$ cat src/rtl/core/aels_pkg.sv
// Shared types and constants of the auto-exposure level stepper.
`timescale 1ns / 1ps

package aels_pkg;

   localparam int LUMA_WIDTH      = 8;
   localparam int LEVEL_WIDTH     = 8;
   localparam int CSR_INDEX_WIDTH = 8;
   localparam int CSR_DATA_WIDTH  = 8;
   localparam int STEP_WIDTH      = 4;

   // Smoothing and control loop constants.
   localparam logic [LUMA_WIDTH-1:0]  JUMP_LIMIT = 8'd20;
   localparam logic [LUMA_WIDTH-1:0]  HOLD_BAND  = 8'd6;
   localparam logic [LUMA_WIDTH-1:0]  STEP_BAND  = 8'd4;
   localparam logic [LUMA_WIDTH-1:0]  ERR_HUGE   = 8'd80;
   localparam logic [LUMA_WIDTH-1:0]  ERR_LARGE  = 8'd40;
   localparam logic [LUMA_WIDTH-1:0]  ERR_MEDIUM = 8'd20;
   localparam logic [LUMA_WIDTH-1:0]  ERR_SMALL  = 8'd10;
   localparam logic [STEP_WIDTH-1:0]  STEP_HUGE   = 4'd8;
   localparam logic [STEP_WIDTH-1:0]  STEP_LARGE  = 4'd6;
   localparam logic [STEP_WIDTH-1:0]  STEP_MEDIUM = 4'd4;
   localparam logic [STEP_WIDTH-1:0]  STEP_SMALL  = 4'd2;
   localparam logic [STEP_WIDTH-1:0]  STEP_TINY   = 4'd1;

   // Reset values.
   localparam logic [LUMA_WIDTH-1:0]  LUMA_RESET      = 8'd60;
   localparam logic [LEVEL_WIDTH-1:0] LEVEL_RESET     = 8'd80;
   localparam logic [LUMA_WIDTH-1:0]  TARGET_RESET    = 8'd60;
   localparam logic [LEVEL_WIDTH-1:0] MAX_LEVEL_RESET = 8'd160;

   typedef enum logic [CSR_INDEX_WIDTH-1:0] {
      CSR_TARGET_LUMA = 8'd0,
      CSR_MAX_LEVEL   = 8'd1
   } aels_csr_type;

   typedef struct packed {
      logic [LUMA_WIDTH-1:0]  target_luma;
      logic [LEVEL_WIDTH-1:0] max_level;
   } aels_cfg_type;

   typedef struct packed {
      logic [LEVEL_WIDTH-1:0] level;
      logic                   stable;
   } aels_loop_type;

endpackage

$ cat src/rtl/core/aels_smooth.sv
// Jump-aware smoothing of the frame mean luma against the kept luma.
`timescale 1ns / 1ps

module aels_smooth (
   input  logic [aels_pkg::LUMA_WIDTH-1:0] frame_luma,
   input  logic [aels_pkg::LUMA_WIDTH-1:0] kept_luma,
   output logic [aels_pkg::LUMA_WIDTH-1:0] smoothed_luma
);
   import aels_pkg::*;

   logic [LUMA_WIDTH-1:0] luma_gap;
   logic [LUMA_WIDTH+1:0] blend_sum;

   always_comb begin
      luma_gap = (frame_luma > kept_luma) ? (frame_luma - kept_luma)
                                          : (kept_luma - frame_luma);
      // 3*new + old + 2 fits in ten bits; the quarter never exceeds 255.
      blend_sum = ({2'b00, frame_luma} << 1) + {2'b00, frame_luma} + {2'b00, kept_luma}
                + 10'd2;
      if (luma_gap > JUMP_LIMIT) begin
         smoothed_luma = frame_luma;
      end else begin
         smoothed_luma = blend_sum[LUMA_WIDTH+1:2];
      end
   end

endmodule

$ cat src/rtl/core/aels_ctrl.sv
// Exposure level stepping, deadband hold and clamping.
`timescale 1ns / 1ps

module aels_ctrl (
   input  logic [aels_pkg::LUMA_WIDTH-1:0] smoothed_luma,
   input  aels_pkg::aels_cfg_type          cfg,
   input  aels_pkg::aels_loop_type         loop_cur,
   output aels_pkg::aels_loop_type         loop_next
);
   import aels_pkg::*;

   logic                    below;
   logic [LUMA_WIDTH-1:0]   mag;
   logic [STEP_WIDTH-1:0]   step;
   logic [LEVEL_WIDTH+1:0]  lvl_wide;

   always_comb begin
      below = smoothed_luma < cfg.target_luma;
      mag   = below ? (cfg.target_luma - smoothed_luma)
                    : (smoothed_luma - cfg.target_luma);

      priority if (mag > ERR_HUGE)   step = STEP_HUGE;
      else if     (mag > ERR_LARGE)  step = STEP_LARGE;
      else if     (mag > ERR_MEDIUM) step = STEP_MEDIUM;
      else if     (mag > ERR_SMALL)  step = STEP_SMALL;
      else                           step = STEP_TINY;

      // Ten-bit intermediate whose top bit flags a borrow, so stepping never wraps.
      lvl_wide  = {2'b00, loop_cur.level};
      loop_next = loop_cur;

      if (!(loop_cur.stable && (mag <= HOLD_BAND))) begin
         if (mag >= STEP_BAND) begin
            if (below) begin
               lvl_wide = {2'b00, loop_cur.level} + {6'b000000, step};
            end else begin
               lvl_wide = {2'b00, loop_cur.level} - {6'b000000, step};
            end
            loop_next.stable = 1'b0;
         end else begin
            loop_next.stable = 1'b1;
         end

         if (lvl_wide[LEVEL_WIDTH+1]) begin
            loop_next.level = '0;
         end else if (lvl_wide[LEVEL_WIDTH:0] > {1'b0, cfg.max_level}) begin
            loop_next.level = cfg.max_level;
         end else begin
            loop_next.level = lvl_wide[LEVEL_WIDTH-1:0];
         end
      end
   end

endmodule

$ cat src/rtl/core/auto_exposure_level_stepper_unit.sv
// An accepted request transaction passes through the input register, then the result register.
// Throughput: one transaction per cycle unless the response side stalls; the loop state closes
// through the smoothing and stepping logic between the input register and the result register.
// Reset (synchronous, active high) empties both stages, loads kept luma 60,
// exposure level 80, stable flag clear, target luma 60 and maximum level 160.
`timescale 1ns / 1ps

module auto_exposure_level_stepper_unit (
   input  logic                                 clock,
   input  logic                                 reset,
   // Request channel: one frame mean luma per transaction.
   input  logic                                 req_valid,
   output logic                                 req_ready,
   input  logic [aels_pkg::LUMA_WIDTH-1:0]      req_mean_luma,
   // Response channel.
   output logic                                 rsp_valid,
   input  logic                                 rsp_ready,
   output logic [aels_pkg::LEVEL_WIDTH-1:0]     rsp_level_index,
   output logic [aels_pkg::LUMA_WIDTH-1:0]      rsp_smoothed_luma,
   output logic                                 rsp_is_stable,
   // Register write channel.
   input  logic                                 csr_valid,
   output logic                                 csr_ready,
   input  logic [aels_pkg::CSR_INDEX_WIDTH-1:0] csr_index,
   input  logic [aels_pkg::CSR_DATA_WIDTH-1:0]  csr_data
);
   import aels_pkg::*;

   // Input stage.
   logic                  in_valid_ff, in_valid_in;
   logic [LUMA_WIDTH-1:0] in_luma_ff;

   // Loop state, updated when a transaction moves into the result register.
   logic [LUMA_WIDTH-1:0] kept_luma_ff, kept_luma_in;
   aels_loop_type         loop_ff, loop_in;

   // Configuration registers.
   aels_cfg_type          cfg_ff, cfg_in;

   // Result stage.
   logic                   rsp_valid_ff, rsp_valid_in;
   logic [LEVEL_WIDTH-1:0] rsp_level_ff;
   logic [LUMA_WIDTH-1:0]  rsp_luma_ff;
   logic                   rsp_stable_ff;

   logic                  advance;
   logic                  req_fire;
   logic [LUMA_WIDTH-1:0] smoothed;
   aels_loop_type         loop_next;

   // The result register is free when empty or being drained this cycle, and the
   // input register may take a new transaction when it is empty or its content moves on.
   assign advance   = !rsp_valid_ff || rsp_ready;
   assign req_ready = !in_valid_ff || advance;
   assign req_fire  = req_valid && req_ready;
   assign csr_ready = 1'b1;

   aels_smooth u_smooth (
      .frame_luma    (in_luma_ff),
      .kept_luma     (kept_luma_ff),
      .smoothed_luma (smoothed)
   );

   aels_ctrl u_ctrl (
      .smoothed_luma (smoothed),
      .cfg           (cfg_ff),
      .loop_cur      (loop_ff),
      .loop_next     (loop_next)
   );

   always_comb begin
      in_valid_in  = in_valid_ff;
      rsp_valid_in = rsp_valid_ff;
      kept_luma_in = kept_luma_ff;
      loop_in      = loop_ff;
      cfg_in       = cfg_ff;

      if (advance) begin
         in_valid_in  = req_fire;
         rsp_valid_in = in_valid_ff;
         // The state moves only when a transaction actually completes its pass.
         if (in_valid_ff) begin
            kept_luma_in = smoothed;
            loop_in      = loop_next;
         end
      end else if (req_fire) begin
         in_valid_in = 1'b1;
      end

      // Writes to an index outside the register list are dropped.
      if (csr_valid) begin
         unique case (csr_index)
            CSR_TARGET_LUMA: cfg_in.target_luma = csr_data[LUMA_WIDTH-1:0];
            CSR_MAX_LEVEL:   cfg_in.max_level   = csr_data[LEVEL_WIDTH-1:0];
            default: ;
         endcase
      end
   end

   // Control state.
   always_ff @(posedge clock) begin
      if (reset) begin
         in_valid_ff        <= 1'b0;
         rsp_valid_ff       <= 1'b0;
         kept_luma_ff       <= LUMA_RESET;
         loop_ff.level      <= LEVEL_RESET;
         loop_ff.stable     <= 1'b0;
         cfg_ff.target_luma <= TARGET_RESET;
         cfg_ff.max_level   <= MAX_LEVEL_RESET;
      end else begin
         in_valid_ff  <= in_valid_in;
         rsp_valid_ff <= rsp_valid_in;
         kept_luma_ff <= kept_luma_in;
         loop_ff      <= loop_in;
         cfg_ff       <= cfg_in;
      end
   end

   // Payload registers.
   always_ff @(posedge clock) begin
      if (req_fire) begin
         in_luma_ff <= req_mean_luma;
      end
      if (advance && in_valid_ff) begin
         rsp_level_ff  <= loop_next.level;
         rsp_luma_ff   <= smoothed;
         rsp_stable_ff <= loop_next.stable;
      end
   end

   assign rsp_valid         = rsp_valid_ff;
   assign rsp_level_index   = rsp_level_ff;
   assign rsp_smoothed_luma = rsp_luma_ff;
   assign rsp_is_stable     = rsp_stable_ff;

endmodule

$ cat config.mk
export PLATFORM = sky130hd
export DESIGN_NAME = auto_exposure_level_stepper_unit
export DESIGN_NICKNAME = d
export VERILOG_FILES = /design/src/rtl/core/aels_pkg.sv /design/src/rtl/core/aels_smooth.sv /design/src/rtl/core/aels_ctrl.sv /design/src/rtl/core/auto_exposure_level_stepper_unit.sv
export SDC_FILE = /design/constraint.sdc
export NUM_CORES = 1
export LEC_CHECK = 0
export CAP_MARGIN = 10
export CORE_UTILIZATION = 30
export CTS_CLUSTER_SIZE = 14
export DETAILED_ROUTE_END_ITERATION = 16
export DONT_BUFFER_PORTS = 1
export GPL_ROUTABILITY_DRIVEN = 1
export PLACE_DENSITY_LB_ADDON = 0.3
export SYNTH_ARGS = -nofsm -noshare
export SYNTH_HDL_FRONTEND = slang
export SYNTH_SLANG_ARGS = --single-unit
$ cat constraint.sdc
create_clock -name clock -period 11.5 [get_ports clock]
set_input_delay 0 -clock clock [delete_from_list [all_inputs] [get_ports clock]]
set_output_delay 0 -clock clock [all_outputs]
set_load 0.01 [all_outputs]
==> results of run 1 <==
## power groups by stage
| stage | Clock, uW | Combinational, uW | Sequential [uW] |
|---|---|---|---|
| after floorplan | 0 | 494 | 277 |
| after global placement | 0 | 629 | 289 |
| after detailed placement | 0 | 632 | 290 |
| after CTS | 243 | 645 | 285 |
| after global routing | 252 | 724 | 288 |
| final | 236 | 654 | 285 |
## cells in the final DEF, fill, tap and decap left out, drive strengths merged, types with 12 or more instances in the layout
cell and n:
clkbuf 13, buf 15, nor2 39, o211ai 14
edfxtp 25, o21ai 24, nand2 51, dfxtp 35
xnor2 12, inv 68, ha 56, a21oi 34
mux2i 26, fa 12, dlygate4sd3 20
## per-layer routing
layer | share of wire (%) | global-route usage (%) | vias to the layer above
met2 | 44 | 25.6 | 117
met1 | 50 | 23.7 | 2252
met5 | 0 | 0 | -
met4 | 1.8 | 5.81 | 0
li1 | - | - | 2239
met3 | 4.4 | 2.84 | 14
## layout make-up
cell class,instances,share of cell area [%]
flip-flops and latches,60,23.9
well taps,225,4.64
inverters,68,4.20
multi-input cells,451,57.9
clock inverters,3,0.227
repair buffers,35,5.15
clock buffers,13,3.96
## logic make-up (layout without fill, tap and decap cells)
logic type / count (synthesis) / after routing
DFF: 60 / 60
buffers and inverters: 96 / 119
muxes: 28 / 28
xor gates and xnor gates: 20 / 20
other: 1 / 1
and+or+nand+nor: 161 / 161
AOI/OAI and AO/OA: 173 / 173
adders and majority gates: 68 / 68
## worst register-to-register path: cells and delay by family (launching register included)
kind	cells	cell delay, ns
buf+inv	2	0.18
simple gates	8	2.04
flops	1	0.40
mux	2	0.54
xor+xnor	1	0.28
fa+ha+maj	5	1.48
compound gates	25	5.47
## sequential cells by signal, summed over array words and instances (netlist names)
signal / cells
in_valid_ff: 1
in_luma_ff: 8
loop_ff: 9
rsp_is_stable: 1
rsp_smoothed_luma: 8
cfg_ff: 16
kept_luma_ff: 8
rsp_valid: 1
rsp_level_index: 8
## through the flow
step	utilization [%]	area (um2)	setup WS, ns	total power (uW)	hold WS, ns
floorplan	-	5350	2.07	772	0.0989
global placement	32.3	5610	0.667	918	0.0770
detailed placement	32.3	5610	0.555	922	0.0795
CTS	34.9	6060	0.482	1170	0.00487
global route	35.0	6070	0.0759	1260	0.0390
finish	35.0	6070	0.831	1170	0.0127
## worst paths after layout
| path | start | endpoint | slack, ns | cells after the start |
|---|---|---|---|---|
| min | reset | loop_ff[3]$_SDFFE_PP0P_ | 0.01 | 2 |
| max reg2reg | in_luma_ff[0]$_DFFE_PP_ | rsp_level_index[1]$_DFFE_PP_ | 0.83 | 43 |
| min reg2reg | cfg_ff[7]$_SDFFE_PP1P_ | cfg_ff[7]$_SDFFE_PP1P_ | 0.48 | 2 |
| max | in_luma_ff[0]$_DFFE_PP_ | rsp_level_index[1]$_DFFE_PP_ | 0.83 | 43 |
## repair_timing
item	4_1_cts	5_1_grt
hold buffers	20	0
setup endpoints to repair	0	16
hold endpoints to repair	37	0
gates resized for setup	0	3
==> metrics, run 1 <==
status=complete, no violations; Critical-path top delay cell=a221oi_1; Post-Route WL=between 10000 and 15000 um; Sw Pwr=497 uW; gr ovfl total=0; main combinational cell family by area after synthesis=compound AO/OA/AOI/OAI gates; cell taking the most area after synthesis=edfxtp_1; count leader, synth=inv_1; Die H=around 140 um; ys flop type=dfxtp_1; wire per inst=~17 um; Synth area leaders=edfxtp_1 (14%), dfxtp_1 (13%), ha_1 (13%), mux2i_1 (4.9%), inv_1 (4.8%); post-CTS setup buffer count=0; crit path DAT=around 11 ns; Async SR Flop Fraction=0%; antenna violations before repair=0; CTS clk-pin slew, worst paths=0.06 ns; synth cell count leaders=inv_1 (68), ha_1 (56), nand2_1 (50), nor2_1 (39), dfxtp_1 (35); Final #Nets=~720; peak supply drop=0.0948 mV; Yosys Warn Count=0; IO Pins=49; Seq/Total Area, Yosys=27.1%; vias in the first global route=~4500; GR Util All Layers=between 15 and 20%; die width=between 100 and 150 um; XOR/XNOR Fraction of Synth Area=3.27%; Final Wtd Congestion=0.885; FILL cells=around 1800; crit start category=flop; routed via count=about 4600; Setup Skew=about 0.010 ns; Layout Cells excl Fill=~860; DRC viols=0; endpoint type of the worst setup path=flop; mapped cell area=roughly 5400 um2; Inserted Diodes=0; placed cell count=819; Worst Path Buf+Inv=2; final-report hold violation count=0; largest net degree at the start of global routing=22; CTS tree=done; Starting Density=between 30 and 40%; synthesis-to-layout area growth=13.4%; htree depth=3; Synth top area share=14.0%; MaxCap Viol Count=0; Multi-input gate area=between 3000 and 4000 um2; slew at the pin with the worst max-slew slack=between 1 and 1.5 ns; clock latency on the worst-skew pair=about 0.34 ns; syn_nets=704; Clk network pwr share=20.1%; Setup CP Type=flop to flop; Pins Over Slew Limit=0; row count=48; Crit Path Max Fanout=12; Seq pwr share=24.3%; 1st-pass router iterations=5; clock sinks=60; Max Clock Freq=93.7 MHz; clk buf depth=2; core area=17400 um2; final worst path period share=~93%; Post-Synth Simple-Gate Area=between 10% and 20%; DR iter-0 viols=259; EDFF count, synth=25; # port buffers=0; share of cells above drive strength 1=under 10%; cells after synthesis=607; post-route ant nets=0; Leak=between 0.002 and 0.003 uW; Worst Path Required=about 12 ns; post-synthesis mux area share=roughly 5.4%; DIE AREA=between 15000 and 20000 um2; Avg Inst Size Synth=8.82 um2; number of library cell types mapped by synthesis=slightly below 80; Net Sw Frac=42.3%; fin crit period=10.67 ns; setup tns final=0 ns; Top delay family on crit path=compound AO/OA/AOI/OAI gates; #FFs+latches synth=60; Power Density=between 150 and 200 nW/um2; Synth Area in Compound Gates=between 20% and 30%; worst hold-check path type=input port to flop; CTS Root Cell=clkbuf_16; Synth Area in Adders=between 15 and 20%; Final Setup Violations=0; total CTS buffers=9; cell mode on critical path=o21a_1; DR vias/cell=~5.4; Slew headroom=~30%; first-pass GRT wire length=23800 um; Gate power share=~56%; Storage cell area=between 1000 and 1500 um2; CP max stage delay=0.50 ns; Pint=roughly 680 uW; RSZ-0062 raised after global routing=false; Post-DP HPWL=approximately 12000 um
No activity file was read; power rests on OpenSTA's default activity.
==> run 2: changes to the inputs <==
Settings changed: CORE_ASPECT_RATIO set to 1.2, CTS_BUF_LIST set to sky130_fd_sc_hd__clkbuf_8.
==> metrics, run 2 (synthesis results as in run 1) <==
setup tns final=0 ns (unchanged); Biggest register=cfg_ff; MaxCap Viol Count=0 (unchanged); vias in the first global route=4739 (+5.9%); most frequent cells in the layout=inv_1 (69), ha_1 (56), nand2_1 (49); status=complete, no violations; core area=17500 um2 (+0.87%); htree depth=3 (unchanged); row count=53 (+10%); Cell Area, Placed=5540 um2 (-1.2%); CTS clk-pin slew, worst paths=0.07 ns (about the same); post-CTS setup buffer count=0 (unchanged); Worst Setup SP=in_luma_ff[0]$_DFFE_PP_; Post-Route WL=15400 um (+4.4%); total CTS buffers=9 (unchanged); IO Pins=49 (unchanged); Setup Skew=0.0136 ns (+0.00324 ns); Max Clock Freq=93.8 MHz (about the same); post-route ant nets=0 (unchanged); Die H=148 um (+9.4%); Slew headroom=25.5% (-4.5 points); CTS Root Cell=clkbuf_8; CP max stage delay=0.56 ns (+0.06 ns); # port buffers=0 (unchanged); final-report hold violation count=0 (unchanged); Reg-to-Reg End=rsp_level_index[1]$_DFFE_PP_; Critical-path top delay cell=a2111oi_0; gr ovfl total=0 (unchanged); routed via count=4544 (-1.7%); Post-DP HPWL=11900 um (+3.3%); Power Density=193 nW/um2 (-0.41%); antenna violations before repair=0 (unchanged); DRC viols=0 (unchanged); max reg flops=16 (unchanged); Storage cell area=1450 um2 (unchanged); Inserted Diodes=0 (unchanged); end of the critical path=rsp_level_index[1]$_DFFE_PP_; synthesis-to-layout area growth=12.0%; Setup CP Type=flop to flop; clk buf depth=2 (unchanged); R2R setup slack=0.84 ns (about the same); crit start category=flop; Worst Path Required=11.61 ns (+0.04 ns); first-pass GRT wire length=24800 um (+4.3%); Multi-input gate area=3540 um2 (+0.50%); Final #Nets=714 (-1.1%); Design Area, Final=6000 um2 (-1.3%); Crit Path Max Fanout=11 (-1); wire per inst=18.3 um (+6.0%); 1st-pass router iterations=5 (unchanged); peak supply drop=0.104 mV (+9.7%); GR Util All Layers=17.7% (+0.94 points); DIE AREA=18400 um2 (about the same); RSZ-0062 raised after global routing=true; worst r2r path cells=45 (+4.7%); largest net degree at the start of global routing=28 (+27%); most common cell after layout, fill and taps aside=inv_1; slew at the pin with the worst max-slew slack=1.11 ns (+0.0669 ns); final worst path period share=92.7% (about the same); Largest regs=cfg_ff: 16 flops, loop_ff: 9 flops; worst hold-check path type=input port to flop; FILL cells=1870 (+4.1%); clock latency on the worst-skew pair=0.38 ns (+0.04 ns); Pins Over Slew Limit=0 (unchanged); die width=124 um (-8.6%); CTS tree=done; Leak=0.00260 uW (-1.5%); DR vias/cell=5.40 (-0.17%); final hold slack=0.0364 ns (+0.0237 ns); Starting Density=30.6% (-0.26 points); FF-to-FF Start=in_luma_ff[0]$_DFFE_PP_; clock sinks=60 (unchanged); cell mode on critical path=o21a_1; crit path DAT=10.77 ns (+0.04 ns); Final Wtd Congestion=0.874 (-1.2%); fin crit period=10.66 ns (-0.00487 ns); endpoint type of the worst setup path=flop; share of cells above drive strength 1=8.36% (-0.21 points); Final Setup Violations=0 (unchanged); DR iter-0 viols=208 (-20%)
==> run 2: what timing repair did <==
action,CTS,global route
endpoints found under the hold margin,37,0
endpoints found under the setup margin,0,16
hold buffers,20,0
resized for setup,0,6
==> run 2: layout make-up <==
type	count	area share, %
clock buffer	10	2.30
multi-input combinational	451	59.0
sequential	60	24.2
timing repair buffer	27	4.21
inverter	68	4.26
tap	220	4.59
clock inverter	6	1.48
==> run 2: how the worst min path moves through the flow <==
| stage | start | endpoint | slack [ns] | depth (start not counted) |
|---|---|---|---|---|
| after detailed placement | reset | kept_luma_ff[1]$_SDFFE_PP0P_ | 0.08 | 1 |
| after floorplan | req_mean_luma[0] | in_luma_ff[0]$_DFFE_PP_ | 0.1 | 0 |
| after CTS | reset | cfg_ff[7]$_SDFFE_PP1P_ | 0.02 | 2 |
| final | reset | cfg_ff[7]$_SDFFE_PP1P_ | 0.04 | 2 |
| after global placement | reset | loop_ff[0]$_SDFFE_PP0P_ | 0.08 | 1 |
| after global routing | reset | cfg_ff[5]$_SDFFE_PP1P_ | 0.07 | 2 |
==> run 2: critical path, delay by kind of cell, from the launching register on <==
family / cells / cell delay (ns)
DFF: 1 / 0.41
adders and majority gates: 6 / 2.03
buffers and inverters: 6 / 0.73
xor gates and xnor gates: 1 / 0.18
muxes: 1 / 0.37
AOI/OAI and AO/OA: 25 / 5.55
and+or+nand+nor: 6 / 1.11
==> run 2: routing by layer <==
metal	up-vias	routed length [um]	track usage (%)
met3	34	586	3.99
li1	2208	-	-
met2	108	8080	32.1
met4	0	510	7.50
met1	2194	6200	19.5
met5	-	0	0
==> run 2: report_power, final <==
part           switching (uW)  internal (uW)  leakage [uW]
sequential               30.6            254      0.000522
combinational             378            269       0.00196
clock                    95.9            128      0.000114
total                     504            651       0.00260
==> run 2: metrics by stage <==
step           std cells  setup WS (ns)  util, %  power [uW]
2_1_floorplan        607           2.07        -         772
3_3_place_gp         806          0.620     31.7         915
3_5_place_dp         806          0.495     31.7         914
4_1_cts              842          0.459     34.1        1150
5_1_grt              842        0.00103     34.3        1260
6_report             842          0.836     34.3        1160
==> run 3: changes to the inputs <==
Settings changed: CORE_UTILIZATION 30 to 64.
==> metrics, run 3 (synthesis results as in run 1) <==
Design Area, Final=5820 um2 (-3.0%); IO Pins=49 (unchanged); CP max stage delay=0.72 ns (+0.16 ns); Final Wtd Congestion=1.01 (+15%); most common cell after layout, fill and taps aside=inv_1; crit path DAT=10.89 ns (+0.12 ns); CTS clk-pin slew, worst paths=0.08 ns (about the same); Starting Density=66.0% (+35 points); status=complete, no violations; first-pass GRT wire length=22900 um (-7.6%); Setup CP Type=flop to flop; vias in the first global route=4564 (-3.7%); Post-Route WL=14300 um (-7.1%); Leak=0.00259 uW (-0.43%); antenna violations before repair=0 (unchanged); fin crit period=10.80 ns (+0.136 ns); Die H=102 um (-31%); total CTS buffers=9 (unchanged); Hold Path Stages=2 (unchanged); worst r2r path cells=42 (-6.7%); Critical-path top delay cell=a2111oi_0; DR iter-0 viols=280 (+35%); wire per inst=19.9 um (+9.1%); htree depth=3 (unchanged); slew at the pin with the worst max-slew slack=1.07 ns (-0.0469 ns); endpoint type of the worst setup path=flop; Multi-input gate area=3510 um2 (-0.67%); Inserted Diodes=0 (unchanged); final-report hold violation count=0 (unchanged); peak supply drop=0.125 mV (+20%); RSZ-0062 raised after global routing=false; clock sinks=60 (unchanged); Final #Nets=714 (unchanged); Final Setup Violations=0 (unchanged); Power Density=199 nW/um2 (+3.4%); largest net degree at the start of global routing=28 (unchanged); clk buf depth=2 (unchanged); most frequent cells in the layout=inv_1 (68), ha_1 (56), nand2_1 (49); Max Clock Freq=92.6 MHz (-1.3%); Crit Path Max Fanout=11 (unchanged); Worst Path Required=11.59 ns (-0.02 ns); # port buffers=0 (unchanged); crit start category=flop; post-route ant nets=0 (unchanged); worst hold-check path type=input port to flop; final worst path period share=93.9% (+1.2 points); die width=85.5 um (-31%); Slew headroom=28.6% (+3.1 points); GR Util All Layers=34.1% (+16 points); clock latency on the worst-skew pair=0.35 ns (-0.03 ns); synthesis-to-layout area growth=8.69%; setup tns final=0 ns (unchanged); Pins Over Slew Limit=0 (unchanged); Post-DP HPWL=10800 um (-9.7%); core area=8110 um2 (-54%); Biggest register=cfg_ff; CTS tree=done; CTS Root Cell=clkbuf_8; share of cells above drive strength 1=7.88% (-0.48 points); row count=36 (-32%); gr ovfl total=0 (unchanged); routed via count=4629 (+1.9%); max reg flops=16 (unchanged); MaxCap Viol Count=0 (unchanged); DIE AREA=8740 um2 (-52%); DR vias/cell=6.46 (+20%); 1st-pass router iterations=5 (unchanged); Storage cell area=1450 um2 (unchanged); Setup Skew=0.0161 ns (+0.00248 ns); Cell Area, Placed=5390 um2 (-2.8%); cell mode on critical path=o21a_1; DRC viols=0 (unchanged); Largest regs=cfg_ff: 16 flops, loop_ff: 9 flops; FILL cells=615 (-67%)
run 3: path summary, 6_finish.rpt:
kind,slack [ns],startpoint,end
worst max-delay path,0.70,in_luma_ff[1]$_DFFE_PP_,rsp_level_index[3]$_DFFE_PP_
worst min register to register,0.50,cfg_ff[7]$_SDFFE_PP1P_,cfg_ff[7]$_SDFFE_PP1P_
worst min-delay path,0.07,reset,cfg_ff[5]$_SDFFE_PP1P_
worst max register to register,0.70,in_luma_ff[1]$_DFFE_PP_,rsp_level_index[3]$_DFFE_PP_
run 3: final cells by class:
| type | instances | share of cell area [%] |
|---|---|---|
| Sequential cell | 60 | 24.9 |
| Clock buffer | 9 | 2.13 |
| Clock inverter | 7 | 1.81 |
| Timing Repair Buffer | 27 | 4.34 |
| Multi-Input combinational cell | 451 | 60.4 |
| Inverter | 68 | 4.39 |
| Tap cell | 95 | 2.04 |
run 3: power breakdown:
group | switching, uW | leakage, uW | total [uW] | internal [uW]
sequential | 31.5 | 0.000522 | 286 | 254
clock | 99.5 | 0.000113 | 225 | 126
combinational | 379 | 0.00195 | 648 | 268
total | 510 | 0.00259 | 1160 | 649
run 3: repair_timing:
| item | CTS | global route |
|---|---|---|
| buffers inserted | 0 | 0 |
| setup endpoints to repair | 0 | 3 |
| hold buffers | 20 | 0 |
| endpoints found under the hold margin | 37 | 0 |
| resized for setup | 0 | 1 |
run 3: critical path, delay by kind of cell (launching register included):
kind	cells	cell delay (ns)
multiplexers	3	1.06
AND/OR/NAND/NOR	4	0.58
AO/OA/AOI/OAI	25	5.86
buffers and inverters	5	0.68
adder cells (fa/ha/maj)	5	1.83
flip-flops	1	0.53
run 3: routing by layer:
layer  up-vias  routed length (um)  track usage, %
met3        45                 678            5.17
met1      2196                5730            39.9
met5         -                   0               0
met2       178                7320            61.8
li1       2210                   -               -
met4         0                 546            15.6
run 3: through the flow:
| step | hold slack [ns] | std cells | util (%) | setup WS [ns] | total power, uW |
|---|---|---|---|---|---|
| CTS | 0.0548 | 717 | 71.7 | 0.869 | 1140 |
| finish | 0.0685 | 717 | 71.8 | 0.700 | 1160 |
| global route | 0.108 | 717 | 71.8 | 0.0782 | 1240 |
| floorplan | 0.0989 | 607 | - | 2.07 | 772 |
| global placement | 0.0741 | 681 | 66.5 | 1.04 | 900 |
| detailed placement | 0.0782 | 681 | 66.5 | 0.912 | 913 |
